==> config.mk <==
export PLATFORM = sky130hd
export DESIGN_NAME = fir_filter_circular_16
export DESIGN_NICKNAME = d
export VERILOG_FILES = /design/src/design/fcf_pkg.sv /design/src/design/fcf_cell.sv /design/src/design/fcf_mac.sv /design/src/design/fir_filter_circular_16.sv
export SDC_FILE = /design/constraint.sdc
export NUM_CORES = 2
export LEC_CHECK = 0
export BUFFER_PORTS_ARGS = -buffer_cell sky130_fd_sc_hd__buf_2
export CORE_MARGIN = 10
export CORE_UTILIZATION = 55
export CTS_CLUSTER_SIZE = 12
export DETAILED_ROUTE_END_ITERATION = 8
export PLACE_DENSITY = 0.71
export RECOVER_POWER = 50
export SLEW_MARGIN = 10
export SYNTH_ARGS = -nofsm -noshare
export SYNTH_HDL_FRONTEND = slang
export SYNTH_SLANG_ARGS = --single-unit
==> constraint.sdc <==
create_clock -name clk_i -period 8.4 [get_ports clk_i]
set_input_delay 2.1 -clock clk_i [delete_from_list [all_inputs] [get_ports clk_i]]
set_output_delay 2.1 -clock clk_i [all_outputs]
set_load 0.1 [all_outputs]
==> src/design/fcf_pkg.sv <==
`default_nettype none
// ----------------------------------------------------------------------------
// fcf_pkg: shared types and constants for the circular FIR filter
// Field widths, item opcodes and the control bundle that drives the cell row.
// ----------------------------------------------------------------------------
package fcf_pkg;

  localparam int unsigned DATA_W = 16;  // sample and coefficient width
  localparam int unsigned ACC_W  = 32;  // wrapped sum width
  localparam int unsigned IDX_W  = 5;   // coefficient slot width
  localparam int unsigned TAP_W  = 6;   // tap count register width

  localparam logic OP_SAMPLE = 1'b0;
  localparam logic OP_LOAD   = 1'b1;

  // Control broadcast to every cell of the row
  typedef struct packed {
    logic clear;   // zero the sample held in each cell
    logic shift;   // insert a new sample, older samples move one cell down
    logic rotate;  // pass sample and coefficient to the neighbor cell
    logic load;    // write a coefficient into the cell whose slot matches
  } fcf_ctrl_t;

endpackage
`default_nettype wire

==> src/design/fcf_cell.sv <==
`default_nettype none
// ----------------------------------------------------------------------------
// fcf_cell: one tap of the filter
// Holds one delayed sample and one coefficient, shifts and rotates them.
// ----------------------------------------------------------------------------
module fcf_cell
  import fcf_pkg::*;
#(
  parameter int unsigned CellIdx = 0
) (
  input  wire logic                     clk_i,
  input  wire logic                     rst_ni,
  input  wire fcf_ctrl_t                ctl_i,
  input  wire logic [IDX_W-1:0]         ld_index_i,
  input  wire logic signed [DATA_W-1:0] ld_value_i,
  input  wire logic signed [DATA_W-1:0] samp_prev_i,
  input  wire logic signed [DATA_W-1:0] samp_next_i,
  input  wire logic signed [DATA_W-1:0] coef_next_i,
  output logic signed [DATA_W-1:0]      samp_o,
  output logic signed [DATA_W-1:0]      coef_o
);

  logic signed [DATA_W-1:0] samp_q;
  logic signed [DATA_W-1:0] coef_q;
  logic                     hit;

  assign hit = (32'(ld_index_i) == CellIdx);

  always_ff @(posedge clk_i or negedge rst_ni) begin
    if (!rst_ni) begin
      samp_q <= '0;
      coef_q <= '0;
    end else begin
      priority if (ctl_i.clear) begin
        samp_q <= '0;
      end else if (ctl_i.shift) begin
        samp_q <= samp_prev_i;
      end else if (ctl_i.rotate) begin
        samp_q <= samp_next_i;
      end else begin
        samp_q <= samp_q;
      end
      priority if (ctl_i.load && hit) begin
        coef_q <= ld_value_i;
      end else if (ctl_i.rotate) begin
        coef_q <= coef_next_i;
      end else begin
        coef_q <= coef_q;
      end
    end
  end

  assign samp_o = samp_q;
  assign coef_o = coef_q;

endmodule
`default_nettype wire

==> src/design/fcf_mac.sv <==
`default_nettype none
// ----------------------------------------------------------------------------
// fcf_mac: multiply-accumulate unit
// Registers one product per cycle and adds it into a wrapping accumulator when step_i and use_i were both set.
// ----------------------------------------------------------------------------
module fcf_mac
  import fcf_pkg::*;
(
  input  wire logic                     clk_i,
  input  wire logic                     rst_ni,
  input  wire logic                     clear_i,
  input  wire logic                     step_i,
  input  wire logic                     use_i,
  input  wire logic signed [DATA_W-1:0] coef_i,
  input  wire logic signed [DATA_W-1:0] samp_i,
  output logic [ACC_W-1:0]              acc_o
);

  localparam int unsigned ProdW = 2 * DATA_W;

  logic signed [ProdW-1:0] prod_q;
  logic                    prod_v_q;
  logic [ACC_W-1:0]        acc_q;

  always_ff @(posedge clk_i or negedge rst_ni) begin
    if (!rst_ni) begin
      prod_v_q <= 1'b0;
    end else begin
      prod_v_q <= step_i && use_i;
    end
  end

  always_ff @(posedge clk_i) begin
    prod_q <= ProdW'(coef_i) * ProdW'(samp_i);
    if (clear_i) begin
      acc_q <= '0;
    end else if (prod_v_q) begin
      // wrap on overflow
      acc_q <= acc_q + ACC_W'(prod_q);
    end
  end

  assign acc_o = acc_q;

endmodule
`default_nettype wire

==> src/design/fir_filter_circular_16.sv <==
`default_nettype none
// ----------------------------------------------------------------------------
// fir_filter_circular_16: FIR filter over a row of tap cells
// Filters signed 16-bit samples with up to MAX_TAPS stored coefficients.
// ----------------------------------------------------------------------------
// Usage:
//   Input channel (in_valid_i / in_stall_o) carries opcode_i, coeff_index_i
//   and value_i. A load item (opcode 1) writes one coefficient and gives no
//   result; slots at or above MAX_TAPS are dropped. A sample item (opcode 0)
//   enters the newest-sample cell, then the row rotates MAX_TAPS times past
//   the multiply-accumulate unit, one tap per cycle; taps at or above the
//   tap count are skipped. The wrapped 32-bit sum passes the last and done
//   states and is then written to the output register on filter_out_o. The
//   input stalls while a sample is in work, so no new sample is taken before
//   the last sum has left the done state.
//   Output channel (out_valid_o / out_stall_i): the result sits in an output
//   register, so the next item is taken while it waits. If a new sum finishes
//   before the old one is taken, hold the sum and keep stalling the input.
//   Config channel (cfg_valid_i / cfg_ready_o) writes tap_count; a write
//   clears all delayed samples. Tap count zero acts as one, above MAX_TAPS
//   as MAX_TAPS.
//   Reset clears coefficients and samples and sets tap count to one.
// ----------------------------------------------------------------------------
module fir_filter_circular_16
  import fcf_pkg::*;
#(
  parameter int unsigned MAX_TAPS = 32
) (
  input  wire logic                     clk_i,
  input  wire logic                     rst_ni,
  input  wire logic                     in_valid_i,
  output logic                          in_stall_o,
  input  wire logic [0:0]               opcode_i,
  input  wire logic [IDX_W-1:0]         coeff_index_i,
  input  wire logic signed [DATA_W-1:0] value_i,
  output logic                          out_valid_o,
  input  wire logic                     out_stall_i,
  output logic signed [ACC_W-1:0]       filter_out_o,
  input  wire logic                     cfg_valid_i,
  output logic                          cfg_ready_o,
  input  wire logic [TAP_W-1:0]         cfg_data_i
);

  localparam int unsigned CntW = (MAX_TAPS > 1) ? $clog2(MAX_TAPS) : 1;
  localparam int unsigned NW   = $clog2(MAX_TAPS + 1) + 1;
  localparam logic [CntW-1:0] LastCnt = CntW'(MAX_TAPS - 1);

  localparam logic [1:0] ST_IDLE = 2'd0;
  localparam logic [1:0] ST_RUN  = 2'd1;
  localparam logic [1:0] ST_LAST = 2'd2;
  localparam logic [1:0] ST_DONE = 2'd3;

  logic [1:0]       state_q, state_d;
  logic [CntW-1:0]  cnt_q, cnt_d;
  logic [TAP_W-1:0] tap_q;
  logic [NW-1:0]    taps;
  logic             in_acc, cfg_acc, out_free;
  logic             out_valid_q;
  logic [ACC_W-1:0] out_data_q;
  logic [ACC_W-1:0] acc;
  fcf_ctrl_t        ctl;

  logic signed [DATA_W-1:0] samp [MAX_TAPS];
  logic signed [DATA_W-1:0] coef [MAX_TAPS];

  assign in_stall_o  = (state_q != ST_IDLE);
  assign cfg_ready_o = (state_q == ST_IDLE);
  assign in_acc      = in_valid_i && !in_stall_o;
  assign cfg_acc     = cfg_valid_i && cfg_ready_o;
  assign out_free    = !out_valid_q || !out_stall_i;

  // Taps in use: zero acts as one, saturate at the built size
  always_comb begin
    taps = NW'(tap_q);
    if (tap_q == '0) begin
      taps = NW'(1);
    end else if (32'(tap_q) > MAX_TAPS) begin
      taps = NW'(MAX_TAPS);
    end
  end

  always_comb begin
    ctl.clear  = cfg_acc;
    ctl.shift  = in_acc && (opcode_i == OP_SAMPLE);
    ctl.load   = in_acc && (opcode_i == OP_LOAD);
    ctl.rotate = (state_q == ST_RUN);
  end

  always_comb begin
    state_d = state_q;
    cnt_d   = cnt_q;
    unique case (state_q)
      ST_IDLE: begin
        if (ctl.shift) begin
          state_d = ST_RUN;
          cnt_d   = '0;
        end
      end
      ST_RUN: begin
        cnt_d = cnt_q + CntW'(1);
        if (cnt_q == LastCnt) begin
          state_d = ST_LAST;
        end
      end
      ST_LAST: begin
        state_d = ST_DONE;
      end
      ST_DONE: begin
        if (out_free) begin
          state_d = ST_IDLE;
        end
      end
      default: begin
        state_d = ST_IDLE;
      end
    endcase
  end

  always_ff @(posedge clk_i or negedge rst_ni) begin
    if (!rst_ni) begin
      state_q     <= ST_IDLE;
      cnt_q       <= '0;
      tap_q       <= TAP_W'(1);
      out_valid_q <= 1'b0;
    end else begin
      state_q <= state_d;
      cnt_q   <= cnt_d;
      if (cfg_acc) begin
        tap_q <= cfg_data_i;
      end
      // Advance the finished sum into the output register when it is free
      if (state_q == ST_DONE && out_free) begin
        out_valid_q <= 1'b1;
      end else if (!out_stall_i) begin
        out_valid_q <= 1'b0;
      end
    end
  end

  always_ff @(posedge clk_i) begin
    if (state_q == ST_DONE && out_free) begin
      out_data_q <= acc;
    end
  end

  assign out_valid_o  = out_valid_q;
  assign filter_out_o = out_data_q;

  // Row of tap cells: shift toward higher index, rotate toward lower index
  for (genvar i = 0; i < MAX_TAPS; i++) begin : g_cell
    localparam int unsigned Nxt = (i + 1) % MAX_TAPS;
    localparam int unsigned Prv = (i == 0) ? 0 : i - 1;
    logic signed [DATA_W-1:0] samp_prev;

    assign samp_prev = (i == 0) ? value_i : samp[Prv];

    fcf_cell #(
      .CellIdx (i)
    ) u_cell (
      .clk_i       (clk_i),
      .rst_ni      (rst_ni),
      .ctl_i       (ctl),
      .ld_index_i  (coeff_index_i),
      .ld_value_i  (value_i),
      .samp_prev_i (samp_prev),
      .samp_next_i (samp[Nxt]),
      .coef_next_i (coef[Nxt]),
      .samp_o      (samp[i]),
      .coef_o      (coef[i])
    );
  end

  // Cell 0 holds tap cnt_q while the row rotates
  fcf_mac u_mac (
    .clk_i   (clk_i),
    .rst_ni  (rst_ni),
    .clear_i (ctl.shift),
    .step_i  (state_q == ST_RUN),
    .use_i   (NW'(cnt_q) < taps),
    .coef_i  (coef[0]),
    .samp_i  (samp[0]),
    .acc_o   (acc)
  );

  a_last_to_done: assert property (@(posedge clk_i) disable iff (!rst_ni)
    state_q == ST_LAST |=> state_q == ST_DONE)
    else $error("final product not followed by done");

  a_run_end: assert property (@(posedge clk_i) disable iff (!rst_ni)
    (state_q == ST_RUN && cnt_q == LastCnt) |=> state_q == ST_LAST)
    else $error("rotation did not end after the last tap");

  a_out_from_done: assert property (@(posedge clk_i) disable iff (!rst_ni)
    $rose(out_valid_q) |-> $past(state_q) == ST_DONE)
    else $error("result raised without a finished sum");

  a_no_rotate_on_input: assert property (@(posedge clk_i) disable iff (!rst_ni)
    in_acc |-> !ctl.rotate)
    else $error("item accepted while the row rotates");

endmodule
`default_nettype wire
* Word level (Yosys, flattened, before mapping) *
Index checks and enable logic that the tools add are counted.

operators by class
  add/subtract/negate cells = 2
  multiply operators = 1
  magnitude comparators = 2
  eq/ne operators = 39
  multiplexer cells = 170
  bitwise operators = 1
  reduce and logical (&&, ||, !) cells = 82

operators with widths
  operator                                                                count
  16-bit two-way mux                                                      160
  5-bit equality test (second input constant)                             17
  2-bit nonzero test                                                      34
  5-bit by 4-bit equality test with 1-bit output (second input constant)  8
  1-bit logical AND                                                       38
  32-bit adder                                                            1
  16-bit by 16-bit multiplier with 32-bit output                          1
  5-bit by 3-bit equality test with 1-bit output (second input constant)  4
  5-bit by 2-bit equality test with 1-bit output (second input constant)  2
  5-bit case mux with 2 select lines                                      1
  2-bit case mux with 4 select lines                                      1
  5-bit by 7-bit less-than comparator with 1-bit output                   1
  7-bit two-way mux                                                       1
  6-bit > comparator (second input constant)                              1
  6-bit logical NOT                                                       1
  2-bit two-way mux                                                       3
  6-bit two-way mux                                                       1
  5-bit by 1-bit adder with 5-bit output (second input constant)          1
  5-bit by 1-bit equality test with 1-bit output (second input constant)  1
  5-bit logical NOT                                                       1
  5-bit two-way mux                                                       1
  2-bit equality test (second input constant)                             2
  2-bit by 1-bit != test with 1-bit output (second input constant)        2
  2-bit != test (second input constant)                                   2
  9 further kinds                                                         12

storage, ports and cells
  flip-flop bits (word level) = 1135
  input port bits = 33
  output and inout port bits = 35
  word-level logic and storage cells = 369

* Depth between registers and ports, before layout *
  depth after elaboration = 6
  mapped depth = 23
  mapped depth without buffers = 21

* By module *
A second synthesis with hierarchy kept.

unflattened totals
  cells, all modules = 5506
  area total of the unflattened synthesis = 68872.3 um^2

modules (own cells, without submodules)
  module                             instances  cells an instance  area each (um^2)  seq. area each (um^2)
  fcf_mac                            1          1444               13228.9           1306.3
  fcf_cell at g_cell[10].u_cell ...  6          123                1686.6            800.8
  fcf_cell at g_cell[13].u_cell ...  6          123                1655.3            800.8
  fcf_cell at g_cell[1].u_cell ...   4          123                1690.4            800.8
  fcf_cell at g_cell[17].u_cell ...  4          124                1681.6            800.8
  fcf_cell at g_cell[23].u_cell ...  4          123                1644.1            800.8
  fcf_cell at g_cell[12].u_cell ...  2          123                1687.9            800.8
  fir_filter_circular_16             1          117                1866.8            1312.5
  fcf_cell at g_cell[16].u_cell      1          124                1770.4            800.8
  fcf_cell at g_cell[15].u_cell      1          124                1734.2            800.8
  fcf_cell at g_cell[31].u_cell      1          124                1712.9            800.8
  fcf_cell at g_cell[28].u_cell      1          123                1695.4            800.8
  fcf_cell at g_cell[0].u_cell       1          124                1692.9            800.8
  fcf_cell at g_cell[19].u_cell      1          124                1679.1            800.8

* Worst setup path before layout *
No wires, ideal clock.

  kind = register to register
  start = register g_cell[0].u_cell.samp_q[7]
  end = register u_mac.prod_q[30]
  setup time = 0.129 ns
  arrival time = 5.843 ns
  required time = 8.271 ns
  slack = 2.428 ns
  cell stages (with the launch flop) = 24
  buffers on the path = 2
  clock period less this slack = 5.972 ns
  cells stage by stage = dfrtp_1 -> clkbuf_1 -> clkbuf_1 -> nand2_1 -> fa_1 -> inv_1 -> fa_1 -> inv_1 -> fa_1 -> inv_1 -> fa_1 -> fa_1 -> inv_1 -> fa_1 -> inv_1 -> ha_1 -> a21o_1 -> a21o_1 -> a2111oi_2 -> o311ai_0 -> a21oi_1 -> o21a_1 -> nor3_1 -> nand4b_1

between the ends
  longest elaborated chain between the ends = 1

RTL lines
  item                                            line            source
  start: declaration                              fcf_cell.sv:23  logic signed [DATA_W-1:0] samp_q;
  start signal: assignment                        fcf_cell.sv:37  samp_q <= samp_prev_i;
  start signal: assignment                        fcf_cell.sv:39  samp_q <= samp_next_i;
  start signal: assignment                        fcf_cell.sv:41  samp_q <= samp_q;
  16-bit by 16-bit multiplier with 32-bit output  fcf_mac.sv:34   prod_q <= ProdW'(coef_i) * ProdW'(samp_i);
  end signal: assignment                          fcf_mac.sv:34
  end: declaration                                fcf_mac.sv:21   logic signed [ProdW-1:0] prod_q;

Every way passes these cells.
A chain may end at the register's enable or synchronous reset.

* Worst setup path in the final report *
  start = register g_cell[0].u_cell.samp_q[1]
  end = register u_mac.prod_q[29]

Same word-level chain as after synthesis.

==> results.md <==
* Worst R2R Setup Slack at 1.83 ns
* Crit Path Category: reg2reg
* Clk_lat worst skew at 0.73 ns
* Worst Skew at 0.0594 ns
* H-tree Lvls at 3
* Buf/Inv on CP at 4
* CP max stage delay at 0.89 ns
* Tmin final at 6.57 ns
* Sequential area share after synthesis at 45.8%
* Syn_nets at 6,532
* CP Capture Type: flop
* Netlist cell types at 68
* Post-route ant nets at 0
* Root Driver: clkbuf_16
* Hold buffers post-CTS at 0
* Worst-path maximum fanout at 19
* Hold Fails Final Rpt at 0
* Max clock buf depth at 3
* Cell Pwr Density at approximately 340 nW/um^2
* Vias at around 42,000
* Critical Path Start Type: flop
* Max-slew violation count at a little under 900
* Main synth FF type: dfrtp_1
* Share of cells above drive strength 1 at 5.15%
* First-pass DRT Iterations at 5
* Post-place setup slack at ~1.9 ns
* CTS buffer count at 117
* Seq cells post-synth at 1,135
* Routed Wire Length at 135,000 um
* Status: finished with violations
* Worst r2r src: g_cell[0].u_cell.samp_o[1]
* Hold path start: u_mac.acc_o[3]
* TritonCTS clock tree: yes
* Final #Nets at 6,325
* GP Congestion at 0.875
* FF-to-FF End: u_mac.prod_q[29]
* Vias per cell at 5.58
* Util after Layout at between 50% and 60%
* Post-cts sizing count at 0
* Cell Chain, Critical Path: nand2_1 > inv_1 > fa_1 > fa_1 > fa_1 > fa_1 > fa_1 > inv_1 > fa_1 > inv_1 > ha_1 > inv_1 > o22ai_1 > o41ai_1 > o21ai_0 > a31oi_1 > a21boi_0 > o21ai_0 > a21oi_1
* Worst-margin pin slew at 4.71 ns
* VDD IR max at 0.000304 V
* DPL Wire Length at 85,100 um
* Data required, critical path at 8.96 ns
* GRT Residual Overflow at 0
* CP dominant cell by count: fa_1
* Area growth from synthesis to layout at 7.94%
* Die X at 355 um
* Largest net degree at the start of global routing at roughly 290
* IO Count at around 70
* Clk sinks at 1,135
* Post-CTS Setup Repair Bufs at 0
* Clock-pin slew on the worst setup and hold paths at roughly 0.060 ns
* Port bufs at 67
* Critical path's top delay family: adder cells
* Die H at 355 um
* Setup ws final at roughly 1.8 ns
* Hold endpoint: filter_out_o[3]
* Initial antenna violation count at 7
* Hold slack at 0.457 ns
* Drt drc at 0
* Mapped Cells at 6,113
* Std cell rows at 122
* Global-route wire length before repair at 225,000 um
* Finish-stage setup viols at 0
* Slew margin rel. at -217%
* Setup TNS at 0 ns
* Fmax at 152 MHz
* Syn avg cell area at 10.1 sq um
* RSZ-0062 raised after global routing: no
* Number of flops mapped to enable cells by yosys at 32
* CP max stage cell: fa_1
* Hold depth at 0
* Total GRT Usage at 21.3%
* Die area at between 100,000 and 150,000 sq um
* Post-synthesis async set-or-reset flop share at 91.5%
* Critical Path AT at between 7 and 8 ns
* Ys Warns at 0
* Max Cap Viol at 10
* Leak Pwr at 27.2 nW
* Starting Density at between 50% and 60%
* Dominant cell type by area after synthesis: dfrtp_1
* Number of global-route vias before repair at 41,983
* Final instance area at 66,500 sq um
* Worst r2r path cells at 19
* DR WL/cell at around 18 um
* Post-Syn Area at 61,600 sq um
* Failing checks: capacitance limit, slew limit
* Core area at 111,000 sq um
* Dpl cell area at 62,800 sq um
* Initial DRC Count at 3,331
* Post-synth top area share at 42.2%
* Top post-synthesis cells by area: dfrtp_1 42%, mux2i_1 17%, fa_1 8.5%
* Worst min path class: reg2reg
* Tcrit/Tclk final at 78.3%
## layer usage
layer	vias to the layer above	track usage [%]	routed length [um]
li1	20112	-	-
met1	20734	30.7	63600
met2	773	33.5	61600
met3	186	3.66	6260
met4	6	5.02	2960
met5	-	0	32
## cell type report
class	count	area [sq um]
Multi-Input combinational cell	4234	30600
Tap cell	1488	1860
Fill cell	9222	44500
Timing Repair Buffer	120	786
Clock buffer	189	3570
Sequential cell	1135	28200
Inverter	298	1120
Antenna cell	4	10.0
Clock inverter	20	277
## cells by family (layout without fill, tap and decap cells)
| kind of cell | count (synthesis) | in the layout | share of synthesized area (%) |
|---|---|---|---|
| AND/OR/NAND/NOR | 1523 | 1523 | 10.3 |
| flip-flops | 1135 | 1135 | 45.8 |
| adder cells (fa/ha/maj) | 386 | 386 | 11.0 |
| XOR/XNOR | 54 | 54 | 0.768 |
| other | 0 | 4 | 0 |
| multiplexers | 1048 | 1048 | 17.0 |
| AO/OA/AOI/OAI | 1223 | 1223 | 10.4 |
| buffers and inverters | 744 | 627 | 4.58 |
## how the worst max path moves through the flow
stage / depth (start not counted) / to / startpoint
final: 19 / u_mac.prod_q[29] / g_cell[0].u_cell.samp_o[1]
after global routing: 2 / g_cell[18].u_cell.samp_o[5] / rst_ni
after CTS: 19 / u_mac.prod_q[31] / g_cell[0].u_cell.samp_o[4]
after detailed placement: 19 / u_mac.prod_q[31] / g_cell[0].u_cell.samp_o[1]
after global placement: 19 / u_mac.prod_q[31] / g_cell[0].u_cell.samp_o[1]
after floorplan: 23 / u_mac.prod_q[30] / g_cell[0].u_cell.samp_o[7]
## registers in the layout (all words and copies together), names as in the netlist
register	count
g_cell.u_cell.coef_o	512
g_cell.u_cell.samp_o	512
filter_out_o	32
u_mac.acc_o	32
u_mac.prod_q	32
tap_q	6
cnt_q	5
state_q	2
out_valid_o	1
u_mac.prod_v_q	1
## metrics by stage
| stage | power [mW] | cells |
|---|---|---|
| floorplan | 15.0 | 6113 |
| global placement | 17.2 | 7275 |
| detailed placement | 17.4 | 7275 |
| CTS | 22.7 | 7484 |
| global route | 24.2 | 7485 |
| finish | 22.5 | 7488 |
## synthesized netlist by cell type, types with 10 or more instances
cell type	number
nor2_1	241
a21oi_1	218
a21o_1	19
nand2_1	1031
clkbuf_2	14
ha_1	123
dfxtp_1	64
mux2i_1	1042
and3_1	13
buf_1	51
xnor2_1	39
clkbuf_1	371
inv_1	298
o21ai_0	899
o21a_1	13
dfrtp_1	1038
nand2b_1	21
fa_1	263
o21bai_1	13
nor3_1	20
and2_1	129
nand3_1	24
xor2_1	15
edfxtp_1	32
buf_2	10
nor2b_1	12
## cell usage in the layout (no fill, tap or decap), types with 64 or more instances in the layout
| master | netlist | routed |
|---|---|---|
| and2_1 | 129 | 124 |
| ha_1 | 123 | 122 |
| nor2_1 | 241 | 235 |
| dfxtp_1 | 64 | 64 |
| clkbuf_16 | 0 | 119 |
| mux2i_1 | 1042 | 1042 |
| fa_1 | 263 | 263 |
| a21oi_1 | 218 | 217 |
| nand2_1 | 1031 | 1031 |
| inv_1 | 298 | 298 |
| o21ai_0 | 899 | 899 |
| dfrtp_1 | 1038 | 1037 |
## power by group
| part | internal, mW | switching (mW) | leakage [nW] |
|---|---|---|---|
| Clock | 2.99 | 2.18 | 1.88 |
| Combinational | 3.82 | 5.95 | 12.3 |
| Sequential | 6.70 | 0.877 | 13.0 |
| Total | 13.5 | 9.01 | 27.2 |
No activity file was read; power rests on OpenSTA's default activity.
